[src/rsort_pkg.sv]
// Shared types and constants for the record sort with line totals block.
// Used by rsort_front, rsort_cmdq, rsort_back and the top level.
`default_nettype none

package rsort_pkg;

  localparam int KEY_W   = 32;
  localparam int QTY_W   = 32;
  localparam int PRICE_W = 32;
  localparam int TOTAL_W = 64;

  // Command queue between front and back
  localparam int CMDQ_DEPTH = 4;
  localparam int CMDQ_AW    = 2;

  // One stored record
  typedef struct packed {
    logic signed [KEY_W-1:0] key;
    logic [QTY_W-1:0]        qty;
    logic [PRICE_W-1:0]      price;
  } rsort_rec_t;

  // One classified word from the front to the back
  typedef struct packed {
    rsort_rec_t rec;
    logic       store;  // record goes into the store
    logic       last;   // closes the set
    logic       ovf;    // set saw a dropped record (meaningful with last)
  } rsort_cmd_t;

endpackage

`default_nettype wire

[src/rsort_front.sv]
// Front end: accepts input words, tracks set fill and classifies each word
// as stored or dropped. Depends on rsort_pkg; feeds rsort_cmdq.
`default_nettype none

module rsort_front #(
  parameter int MAX_RECORDS = 64
) (
  input  wire logic                    clk,
  input  wire logic                    rst_n,
  input  wire logic                    push,
  output logic                         full,
  input  wire logic signed [31:0]      in_record_key,
  input  wire logic [31:0]             in_quantity,
  input  wire logic [31:0]             in_unit_price,
  input  wire logic                    in_last_record,
  input  wire logic                    q_full,
  output logic                         q_push,
  output rsort_pkg::rsort_cmd_t        q_cmd
);
  import rsort_pkg::*;

  localparam int CW = $clog2(MAX_RECORDS + 1);

  logic [CW-1:0] cnt_r, cnt_nxt;
  logic          ovf_r, ovf_nxt;
  logic          accept;
  logic          store;

  // Classify the incoming word
  assign full   = q_full;
  assign accept = push && !q_full;
  assign store  = (cnt_r != CW'(MAX_RECORDS));
  assign q_push = accept && (store || in_last_record);

  always_comb begin
    q_cmd.rec.key   = in_record_key;
    q_cmd.rec.qty   = in_quantity;
    q_cmd.rec.price = in_unit_price;
    q_cmd.store     = store;
    q_cmd.last      = in_last_record;
    q_cmd.ovf       = ovf_r || !store;
  end

  // Advance the fill count; clear it when a set closes
  always_comb begin
    cnt_nxt = cnt_r;
    ovf_nxt = ovf_r;
    if (accept) begin
      if (in_last_record) begin
        cnt_nxt = '0;
        ovf_nxt = 1'b0;
      end else if (store) begin
        cnt_nxt = cnt_r + CW'(1);
      end else begin
        ovf_nxt = 1'b1;
      end
    end
  end

  always_ff @(posedge clk) begin
    if (!rst_n) begin
      cnt_r <= '0;
      ovf_r <= 1'b0;
    end else begin
      cnt_r <= cnt_nxt;
      ovf_r <= ovf_nxt;
    end
  end

endmodule

`default_nettype wire

[config.mk]
export PLATFORM = sky130hd
export DESIGN_NAME = rsort_front
export DESIGN_NICKNAME = d
export VERILOG_FILES = /design/src/rsort_pkg.sv /design/src/rsort_front.sv
export SDC_FILE = /design/constraint.sdc
export NUM_CORES = 1
export LEC_CHECK = 0
export ABC_CLOCK_PERIOD_IN_PS = 1840
export BUFFER_PORTS_ARGS = -buffer_cell sky130_fd_sc_hd__buf_2
export CAP_MARGIN = 20
export CORE_AREA = 2 2 78 80
export CTS_CLUSTER_DIAMETER = 50
export DETAILED_ROUTE_END_ITERATION = 10
export DIE_AREA = 0 0 80 82
export PLACE_DENSITY = 0.64
export SYNTH_ARGS = -nofsm -noshare
export SYNTH_HDL_FRONTEND = slang
export SYNTH_SLANG_ARGS = --single-unit
[constraint.sdc]
create_clock -name clk -period 1.84 [get_ports clk]
set_input_delay 0.276 -clock clk [delete_from_list [all_inputs] [get_ports clk]]
set_output_delay 0.276 -clock clk [all_outputs]
set_load 0.01 [all_outputs]
==> metrics.md <==
| Metric | Value |
|---|---|
| RSZ-0062 raised after global routing | false |
| Worst slew pin tran | 0.373 ns |
| Routed Antenna Nets | 0 |
| Fin. max-slew vios | 0 |
| Post-route setup slack | 0.113 ns |
| First-pass iteration count of the detailed router | 3 |
| Clock Sinks | 8 |
| Post-CTS Setup Bufs | 0 |
| First-pass GRT wire length | 3.15 mm |
| Hold Vio Cnt, Final | 0 |
| Maxcap violations | 0 |
| Synth area leaders | buf_4, dfxtp_1, nand2_1 |
| Initial DRC Count | 22 |
| Largest net degree at the start of global routing | 11 |
| Initial Utilization | 0.212 |
| CP bufs+invs | 2 |
| Avg Inst Size Synth | 7.82 µm² |
| Synth top cells by count | buf_4, dfxtp_1, nand2_1, inv_1 |
| CTS buffer count | 3 |
| Tot GR Track Use | 0.0671 |
| Core Rows | 28 |
| Deepest clock path buffer count | 2 |
| Post-synthesis register bit count | 8 |
| CP max stage delay | 0.40 ns |
| Final Cycle Share | 0.938 |
| Syn nets | 259 |
| Fillers | 672 |
| Grt ovf | 0 |
| Post-Synthesis Cells | 156 |
| Critical path class | reg -> out |
| EDFF count, synth | 0 |
| Final Setup Violations | 0 |
| Placer Congestion | 0.798 |
| Final Instance Count excl. Fillers | 142 |
| Synth unique cells | 30 |
| Setup Skew | 0.00190 ns |
| Primary FF master, synth | dfxtp_1 |
| Hold WC Path Type | in -> reg |
| Slew HR | 0.745 |
| Area Growth Syn to Fin | -45.2% |
| Leak pwr | 0.225 nW |
| Placed Area | 608 µm² |
| Worst-path clk slew | 0.04 ns |
| Die H | 82 µm |
| Vias/cell | 4.04 |
| Ant diodes | 0 |
| CORE AREA | 5750 µm² |
| Outcome | completed |
| CP Launch Type | register |
| Required @ worst endpoint | 1.56 ns |
| PwrDens | 641 nW/µm² |
| Crit path max-delay family | flip-flops |
| Yosys top cell area share | 0.609 |
| Fin Hold WS | 0.356 ns |
| Cell taking the most area after synthesis | buf_4 |
| CTS tree | yes |
| Setup tns final | 0 ns |
| Share of cells above drive strength 1 | 0.269 |
| Placed cells | 139 |
| Initial antenna violation count | 0 |
| Seq/Total Area, Yosys | 0.131 |
| Synth warn | 0 |
| VDD IR-drop max | 128 µV |
| Finished Cell Area | 668 µm² |
| DPL Wire Length | 1.65 mm |
| I/O pins | 202 |
| Top-count cell post-synth | buf_4 |
| Ys async rst share | 0 |
| Via Count | 574 |
| Vias in the first global route | 635 |
| Die X | 80 µm |
| Avg WL per Cell | 15.4 µm |
| H-tree levels | 1 |
| Root Buffer Master | clkbuf_8 |
| Routed wire length | 2.18 mm |
| Arrival @ worst endpoint | 1.45 ns |
| I/O Buffers | 9 |
| Residual DRC | 0 |
| Pre-CTS WS | 0.201 ns |
| Critical-path top delay cell | dfxtp_1 |
| Fin crit period | 1.73 ns |
| Die footprint | 6560 µm² |
| CP max FO | 5 |
| Synth Cell Area | 1220 µm² |
| Hold buffers post-CTS | 0 |
| Crit-path cells | inv_1 > ha_1 > nor2b_2 > a31oi_2 > buf_2 |
| # nets final | 172 |
| Fmax | 0.579 GHz |
| Setup crit end kind | output port |
| Worst skew pair latency | 0.23 ns |
-- tightest hold or removal path, delay by kind of cell --
| kind | cells | cell delay (ns) |
|---|---|---|
| buf+inv | 1 | 0.11 |
| compound gates | 1 | 0.09 |
| simple gates | 1 | 0.07 |
-- layout make-up --
cell class / instances / area, µm² / area share
Tap cell: 75 / 93.8 / 0.140
Timing Repair Buffer: 9 / 45.0 / 0.0674
Inverter: 5 / 18.8 / 0.0281
Multi-Input combinational cell: 42 / 308 / 0.461
Clock buffer: 3 / 41.3 / 0.0618
Sequential cell: 8 / 161 / 0.242
-- cell usage in the layout, fill, tap and decap left out, drive strengths merged --
cell,n
nor4b,1
a2111oi,1
o22ai,2
nand2b,1
nor2b,1
dfxtp,8
and3,1
nand3b,1
inv,5
a31oi,3
nand2,8
or4,2
or3,1
or3b,1
or4b,1
ha,2
and2,1
or2b,1
a41oi,1
o21ai,2
o31a,1
nand3,2
a21boi,4
clkbuf,3
a21o,1
o311ai,2
nor2,1
buf,9
-- kinds of logic after synthesis --
kind of cell | after synthesis | share of synthesized area
buffers and inverters | 106 | 0.631
AOI/OAI and AO/OA | 17 | 0.102
and+or+nand+nor | 23 | 0.116
DFF | 8 | 0.131
adders and majority gates | 2 | 0.0205
-- state kept, by name, summed over array words and instances, names as in the netlist --
register  cells
ovf_r         1
cnt_r         7
-- timing repair --
action                     4_1_cts  5_1_grt
gates cloned                     0        0
gates resized for setup          1        3
pin swaps                        0        1
setup endpoints to repair        1        2
-- per-stage QoR --
stage,utilization,total power [mW]
finish,0.116,0.428
global route,0.116,0.450
CTS,0.114,0.432
detailed placement,0.106,0.216
global placement,0.106,0.216
floorplan,-,0.418
-- path summary, 6_finish.rpt --
kind | start | to | slack [ns] | cells past startpoint
hold reg to reg | ovf_r | ovf_r | 0.47 | 2
setup reg to reg | cnt_r[1] | cnt_r[6] | 0.39 | 4
setup / recovery | cnt_r[1] | q_push | 0.11 | 5
hold / removal | push | ovf_r | 0.36 | 3
-- routing by layer --
metal  GRT usage  vias to the layer above  share of wire
met2      0.0967                       43           0.43
met1      0.0398                      237           0.26
met5           0                        -              0
li1            -                      234              -
met4       0.132                        0           0.16
met3      0.0407                       60           0.15
-- power by group --
group / internal (mW) / leakage, nW / switching (mW)
registers: 0.176 / 0.0650 / 0.00189
clock network: 0.142 / 0.0216 / 0.0716
logic: 0.0150 / 0.138 / 0.0223
(Power assumes the default switching activity.)
