===== src/rsort_pkg.sv =====
// Shared types and constants for the record sort with line totals block.
// Used by rsort_front, rsort_cmdq, rsort_back and the top level.
`default_nettype none

package rsort_pkg;

  localparam int KEY_W   = 32;
  localparam int QTY_W   = 32;
  localparam int PRICE_W = 32;
  localparam int TOTAL_W = 64;

  // Command queue between front and back
  localparam int CMDQ_DEPTH = 4;
  localparam int CMDQ_AW    = 2;

  // One stored record
  typedef struct packed {
    logic signed [KEY_W-1:0] key;
    logic [QTY_W-1:0]        qty;
    logic [PRICE_W-1:0]      price;
  } rsort_rec_t;

  // One classified word from the front to the back
  typedef struct packed {
    rsort_rec_t rec;
    logic       store;  // record goes into the store
    logic       last;   // closes the set
    logic       ovf;    // set saw a dropped record (meaningful with last)
  } rsort_cmd_t;

endpackage

`default_nettype wire


===== src/rsort_cmdq.sv =====
// Short command queue that decouples the front from the back.
// Depends on rsort_pkg for the command word and depth.
`default_nettype none

module rsort_cmdq (
  input  wire logic                    clk,
  input  wire logic                    rst_n,
  input  wire logic                    push,
  input  wire rsort_pkg::rsort_cmd_t   cmd_in,
  output logic                         full,
  input  wire logic                    pop,
  output logic                         valid,
  output rsort_pkg::rsort_cmd_t        head
);
  import rsort_pkg::*;

  rsort_cmd_t               entry_r [CMDQ_DEPTH];
  logic [CMDQ_AW-1:0]       wr_ptr_r, rd_ptr_r;
  logic [CMDQ_AW:0]         fill_r;
  logic                     do_push, do_pop;

  assign full    = (fill_r == (CMDQ_AW+1)'(CMDQ_DEPTH));
  assign valid   = (fill_r != '0);
  assign head    = entry_r[rd_ptr_r];
  assign do_push = push && !full;
  assign do_pop  = pop && valid;

  // Hold entries
  always_ff @(posedge clk) begin
    if (do_push) begin
      entry_r[wr_ptr_r] <= cmd_in;
    end
  end

  // Advance pointers and fill level
  always_ff @(posedge clk) begin
    if (!rst_n) begin
      wr_ptr_r <= '0;
      rd_ptr_r <= '0;
      fill_r   <= '0;
    end else begin
      if (do_push) begin
        wr_ptr_r <= wr_ptr_r + CMDQ_AW'(1);
      end
      if (do_pop) begin
        rd_ptr_r <= rd_ptr_r + CMDQ_AW'(1);
      end
      if (do_push && !do_pop) begin
        fill_r <= fill_r + (CMDQ_AW+1)'(1);
      end else if (do_pop && !do_push) begin
        fill_r <= fill_r - (CMDQ_AW+1)'(1);
      end
    end
  end

endmodule

`default_nettype wire


===== config.mk =====
export PLATFORM = sky130hd
export DESIGN_NAME = rsort_cmdq
export DESIGN_NICKNAME = d
export VERILOG_FILES = /design/src/rsort_pkg.sv /design/src/rsort_cmdq.sv
export SDC_FILE = /design/constraint.sdc
export NUM_CORES = 1
export LEC_CHECK = 0
export ABC_CLOCK_PERIOD_IN_PS = 10550
export BUFFER_PORTS_ARGS = -buffer_cell sky130_fd_sc_hd__buf_2
export CAP_MARGIN = 20
export CORE_UTILIZATION = 40
export DETAILED_ROUTE_END_ITERATION = 6
export PLACE_DENSITY = 0.69
export SYNTH_ARGS = -nofsm -noshare
export SYNTH_HDL_FRONTEND = slang
export SYNTH_SLANG_ARGS = --single-unit

===== constraint.sdc =====
create_clock -name clk -period 10.55 [get_ports clk]
set_input_delay 2.11 -clock clk [delete_from_list [all_inputs] [get_ports clk]]
set_output_delay 2.11 -clock clk [all_outputs]
set_load 0.01 [all_outputs]

==> impl_metrics.json, run 1 <==
{
  "hold_path_end": "wr_ptr_r[1]$_SDFFE_PN0P_",
  "area_growth_pct": 19.4,
  "path_class": "reg -> out",
  "switching_share_pct": 26.0,
  "hold_buffers": 0,
  "peakVddDrop_mv": 0.142,
  "yosysWarnings": 0,
  "synth-seq-cells": 405,
  "worstHoldStart": "wr_ptr_r[1]$_SDFFE_PN0P_",
  "drive_gt1_share_pct": 45.8,
  "path_buf_inv": 2,
  "dr.pass1.iters": 6,
  "yosys-top-cells-count": "edfxtp_1, mux4_2, buf_2, clkbuf_1, dfxtp_1",
  "wl_per_cell_microns": 22.1,
  "p_leak_nw": 5.84,
  "gr-total-overflow": 0,
  "synth_cell_types": 23,
  "drt_iter0_drc": 425,
  "dieArea_sq_um": 37600,
  "critical_path.max_fanout": 44,
  "cts_root_buf": "clkbuf_16",
  "synth_compound_area_share_pct": 0.195,
  "critPathCaptureType": "primary output",
  "clock_power_share_pct": 32.2,
  "clock_sinks": 405,
  "maxCapViolCount": 0,
  "slowest_delay_ns": 0.79,
  "worst_pin_slew_ns": 0.957,
  "synth.avg_cell_area_sq_um": 26.1,
  "die_w_microns": 194,
  "slew_viol_final": 0,
  "relSlewSlack_pct": 36.2,
  "cts_setup_buffers": 0,
  "netlist_area_sq_um": 14700,
  "clock_latency_ns": 0.52,
  "nets": 903,
  "yosysSeqAreaShare_pct": 82.0,
  "comb_power_share_pct": 21.1,
  "synth_xor_xnor_area_share_pct": 0.238,
  "synth_top_family_by_area": "multiplexers",
  "cts_buffer_depth": 3,
  "syn-instance-count": 565,
  "ff2ff_path_depth": 4,
  "status": "finished clean",
  "power_frac_seq_pct": 46.7,
  "crit_chain": "buf_4 > mux4_2 > buf_2",
  "r2r-start": "fill_r[0]$_SDFFE_PN0P_",
  "critPathSlowestCell": "buf_4",
  "internal_power_mw": 3.23,
  "yosysMostFrequentCell": "edfxtp_1",
  "core_area_sq_um": 35900,
  "max_freq_ghz": 0.197,
  "ant_nets": 0,
  "worst_ep_arrival_time_ns": 2.98,
  "dpl.hpwl_microns": 17100,
  "drc_errors": 0,
  "rsz0062_at_grt": "false",
  "die_y_microns": 194,
  "antenna_found_initial": 8,
  "crit_family": "buffers and inverters",
  "numPortBuffers": 203,
  "critical_path_required_ns": 8.44,
  "whs_ns": 0.509,
  "period_needed_ns": 5.09,
  "cts_resized": 0,
  "yosys.area_share.simple_pct": 0.663,
  "grt_use_total_pct": 15.3,
  "start_kind": "register",
  "clk_pin_slew_ns": 0.06,
  "ios": 204,
  "place_congestion": 0.699,
  "timing.rr.end": "entry_r[0][12]$_DFFE_PP_",
  "initial_core_util_pct": 41.0,
  "ys.flop_type": "edfxtp_1",
  "synth_top_area_cell": "edfxtp_1",
  "powerDensity_nw_per_um2": 249,
  "grt_pass1_wl_microns": 43000,
  "syn_nets": 674,
  "regToRegSetupSlack_ns": 7.55,
  "skew_ns": 0.00861,
  "whs_path_depth": 2,
  "setup_viol": 0,
  "synth-edff-count": 396,
  "synth_top_area_share_pct": 80.8,
  "setup_tns_ns": 0,
  "cts.htree.levels": 2,
  "switchingPower_mw": 1.14,
  "drt-total-wl_microns": 28400,
  "hold_path.class": "reg -> reg",
  "cts_tree": "built",
  "vias_per_cell": 5.10,
  "rows": 69,
  "dr_total_vias": 6571,
  "synth_fa_ha_area_share_pct": 0.561,
  "synthTopCellsByArea": "edfxtp_1, mux4_2, dfxtp_1",
  "cts_buffers": 41,
  "async_reset_ff_share_pct": 0,
  "finalCritPeriodShare_pct": 48.2,
  "grt_start_max_net_pins": 62,
  "hold_violations": 0,
  "synthMuxAreaShare_pct": 15.3,
  "grt_pass1_vias": 6983
}
[how the worst max path moves through the flow]
stage / from / endpoint / slack (ns) / cells past startpoint
finish: register / head[50] / 5.46 / 3
global route: register / head[50] / 5.19 / 3
CTS: register / head[50] / 5.35 / 3
detailed placement: push / entry_r[0][16]$_DFFE_PP_ / 5.83 / 4
global placement: push / entry_r[1][64]$_DFFE_PP_ / 5.87 / 4
floorplan: push / entry_r[0][0]$_DFFE_PP_ / 5.29 / 3
[flip-flops by register name, summed over array words and instances, names as in the netlist, named ones only]
name / count
entry_r: 396
fill_r: 3
rd_ptr_r: 2
wr_ptr_r: 2
[stage by stage]
| step | cell area, sq um | cells | total power, mW | setup slack, ns | utilization, % |
|---|---|---|---|---|---|
| 2_1_floorplan | 14700 | 565 | 2.67 | 5.29 | - |
| 3_3_place_gp | 16200 | 1212 | 3.02 | 5.87 | 45.2 |
| 3_5_place_dp | 16200 | 1212 | 3.03 | 5.83 | 45.2 |
| 4_1_cts | 17600 | 1286 | 4.44 | 5.35 | 48.9 |
| 5_1_grt | 17600 | 1286 | 4.56 | 5.19 | 48.9 |
| 6_report | 17600 | 1289 | 4.37 | 5.46 | 49.0 |
[worst register-to-register path: cells and delay by family (launching register included)]
kind / cells / cell delay, ns
buffers and inverters: 1 / 0.73
flip-flops: 1 / 0.45
AND/OR/NAND/NOR: 3 / 1.40
[final cells by class]
cell class | instances | area (sq um)
Clock buffer | 51 | 1130
Timing Repair Buffer | 210 | 1070
Fill cell | 2887 | 18300
Clock inverter | 23 | 198
Multi-Input combinational cell | 133 | 2510
Inverter | 3 | 11.3
Antenna cell | 3 | 7.51
Tap cell | 461 | 577
Sequential cell | 405 | 12100
[cells in the final DEF (no fill, tap or decap)]
cell type	synthesis	layout
clkbuf_16	0	43
clkbuf_8	0	2
dfxtp_1	9	7
fa_1	1	1
inv_6	0	1
edfxtp_1	396	396
or3_1	2	2
and2_4	0	4
clkinvlp_4	0	4
a21boi_0	1	1
nand2_1	4	4
inv_1	3	3
clkinv_1	0	5
diode_2	0	3
nor3b_1	1	1
o31ai_1	1	1
o311ai_0	1	1
mux4_2	99	99
xnor2_1	3	3
and2_1	8	4
buf_4	1	7
ha_1	5	5
buf_2	10	203
dfxtp_4	0	2
xor2_1	1	1
clkbuf_1	10	6
nor2b_1	2	2
mux2i_1	3	3
o21ai_0	1	1
bufinv_16	0	3
clkinv_2	0	10
[logic make-up after synthesis]
kind of cell             after synthesis
flip-flops                           405
multiplexers                         102
buffers and inverters                 27
AND/OR/NAND/NOR                       17
adder cells (fa/ha/maj)                6
AO/OA/AOI/OAI                          4
XOR/XNOR                               4
[layer usage]
layer	global-route usage (%)	up-vias	share of wire [%]
li1	-	2894	-
met1	21.0	3426	45
met2	23.7	194	47
met3	5.03	47	7.2
met4	3.53	10	1.4
met5	0	-	0.23
[power by group through the flow]
stage	combinational (mW)	clock [mW]	sequential (mW)
finish	0.924	1.41	2.04
detailed placement	0.949	0	2.08
global route	0.995	1.51	2.06
CTS	0.953	1.44	2.05
global placement	0.946	0	2.07
floorplan	0.644	0	2.03
(Power assumes the default switching activity.)
==> run 2, diff against run 1 <==
ABC_CLOCK_PERIOD_IN_PS = 4900   (was 10550)
clock period = 4.9 ns   (was 10.55 ns; I/O delays follow)
==> run 2 against run 1 <==
Via count rose by 0.23%. Register-to-register slack got worse by 5.2 ns. Core utilization rose by 0.070 points. First-iteration DRC count fell by 22%. Total power rose by 110%. Wire length fell by 0.91%. Sequential power rose by 110%. Clock power rose by 110%. Non-clock buffer count rose by 2. Final cell count rose by 0.23%. Critical path depth did not move. Highest routed layer unchanged.
==> impl_metrics.json, run 2 (synthesized netlist as in run 1, its figures left out) <==
{
  "met1_usage_pct": 21.6,
  "use_met3_pct": 4.44,
  "ant_nets": 0,
  "hold_violations": 0,
  "drt-total-wl_microns": 28200,
  "critPathCaptureType": "primary output",
  "hold_path.class": "reg -> reg",
  "peakVddDrop_mv": 0.342,
  "clock_latency_ns": 0.54,
  "grt_start_max_net_pins": 100,
  "dr_total_vias": 6586,
  "start_kind": "register",
  "area_growth_pct": 19.6,
  "ios": 204,
  "ff2ff_path_depth": 4,
  "core_area_sq_um": 35900,
  "critical_path.max_fanout": 32,
  "mostFrequentLayoutCells": "edfxtp_1, buf_2, mux4_2, clkbuf_16, clkinv_1",
  "maxCapViolCount": 0,
  "vias_per_cell": 5.10,
  "powerDensity_nw_per_um2": 531,
  "hold_buffers": 0,
  "grt_use_total_pct": 15.4,
  "setup_tns_ns": 0,
  "top_register": "entry_r",
  "gr-total-overflow": 0,
  "worst_pin_slew_ns": 0.747,
  "status": "finished clean",
  "path_class": "reg -> out",
  "rsz0062_at_grt": "false",
  "whs_path_depth": 2,
  "p_leak_nw": 5.85,
  "top_usage_layer": "met2",
  "max_freq_ghz": 0.293,
  "rows": 69,
  "reg_top3": "entry_r: 396 flops, fill_r: 3 flops",
  "setup_viol": 0,
  "period_needed_ns": 3.41,
  "clk_pin_slew_ns": 0.06,
  "numPortBuffers": 203,
  "fin_util_pct": 49.0,
  "cts_buffer_depth": 3,
  "cts_root_buf": "clkbuf_16",
  "dr.pass1.iters": 4,
  "dpl.hpwl_microns": 16800,
  "largest_reg_flops": 396,
  "grt_pass1_vias": 6821,
  "drc_errors": 0,
  "layout_commonest_cell": "edfxtp_1",
  "die_w_microns": 194,
  "critical_path_required_ns": 3.92,
  "cts_tree": "built",
  "initial_core_util_pct": 41.0,
  "cts_buffers": 41,
  "grt_pass1_wl_microns": 42700,
  "die_y_microns": 194,
  "nets": 905,
  "wl_per_cell_microns": 21.8,
  "worst_ep_arrival_time_ns": 2.43,
  "cts_setup_buffers": 0,
  "place_congestion": 0.706,
  "skew_ns": 0.0150,
  "drt_iter0_drc": 331,
  "finalPower_mw": 9.34,
  "clock_sinks": 405,
  "dieArea_sq_um": 37600,
  "finalCritPeriodShare_pct": 69.6,
  "drive_gt1_share_pct": 44.8,
  "relSlewSlack_pct": 50.2,
  "grtUsageMet2_pct": 23.2,
  "slew_viol_final": 0,
  "cts_resized": 0,
  "antenna_found_initial": 6,
  "cts.htree.levels": 2
}
-- run 2: cell types whose count changed in the layout (fill, tap and decap cells not counted), sizes merged --
cell / previous run / this run
inv: 4 / 5
clkinv: 15 / 18
clkinvlp: 4 / 0
buf: 210 / 212
clkbuf: 51 / 53
bufinv: 3 / 2
-- run 2: final timing paths --
| kind | slack [ns] | startpoint | end |
|---|---|---|---|
| max | 1.49 | register | head[97] |
| min | 0.50 | wr_ptr_r[1]$_SDFFE_PN0P_ | wr_ptr_r[1]$_SDFFE_PN0P_ |
| max reg2reg | 2.38 | fill_r[0]$_SDFFE_PN0P_ | entry_r[2][33]$_DFFE_PP_ |
| min reg2reg | 0.50 | wr_ptr_r[1]$_SDFFE_PN0P_ | wr_ptr_r[1]$_SDFFE_PN0P_ |
-- run 2: through the flow --
stage	instances	setup WS, ns	area [sq um]	hold slack [ns]
3_5_place_dp	1214	1.79	16300	0.500
6_report	1292	1.49	17600	0.504
3_3_place_gp	1214	1.82	16300	0.491
4_1_cts	1289	1.37	17600	0.510
2_1_floorplan	565	0.775	14700	0.468
5_1_grt	1289	1.29	17600	0.539
-- run 2: power breakdown --
part	switching (mW)	leakage, nW	internal [mW]
clock network	1.23	0.624	1.71
registers	0.140	3.70	4.21
logic	1.07	1.52	0.989
total	2.44	5.85	6.91
-- run 2: layout make-up --
cell class	count	area [sq um]
clock buffers	53	1110
flip-flops and latches	405	12100
inverters	3	11.3
well taps	461	577
fillers	2917	18300
repair buffers	212	1150
multi-input cells	133	2510
diodes	3	7.51
clock inverters	22	158
-- run 2: layer usage --
layer / wire length [microns] / vias to the layer above
met5: 39 / -
met4: 493 / 6
met3: 1920 / 47
met2: 13300 / 198
met1: 12500 / 3435
li1: - / 2900
-- run 2: critical path: stages (launching register included) --
cell     delay [ns]
dfxtp_4        0.51
buf_4          0.59
mux4_2         0.62
buf_2          0.16
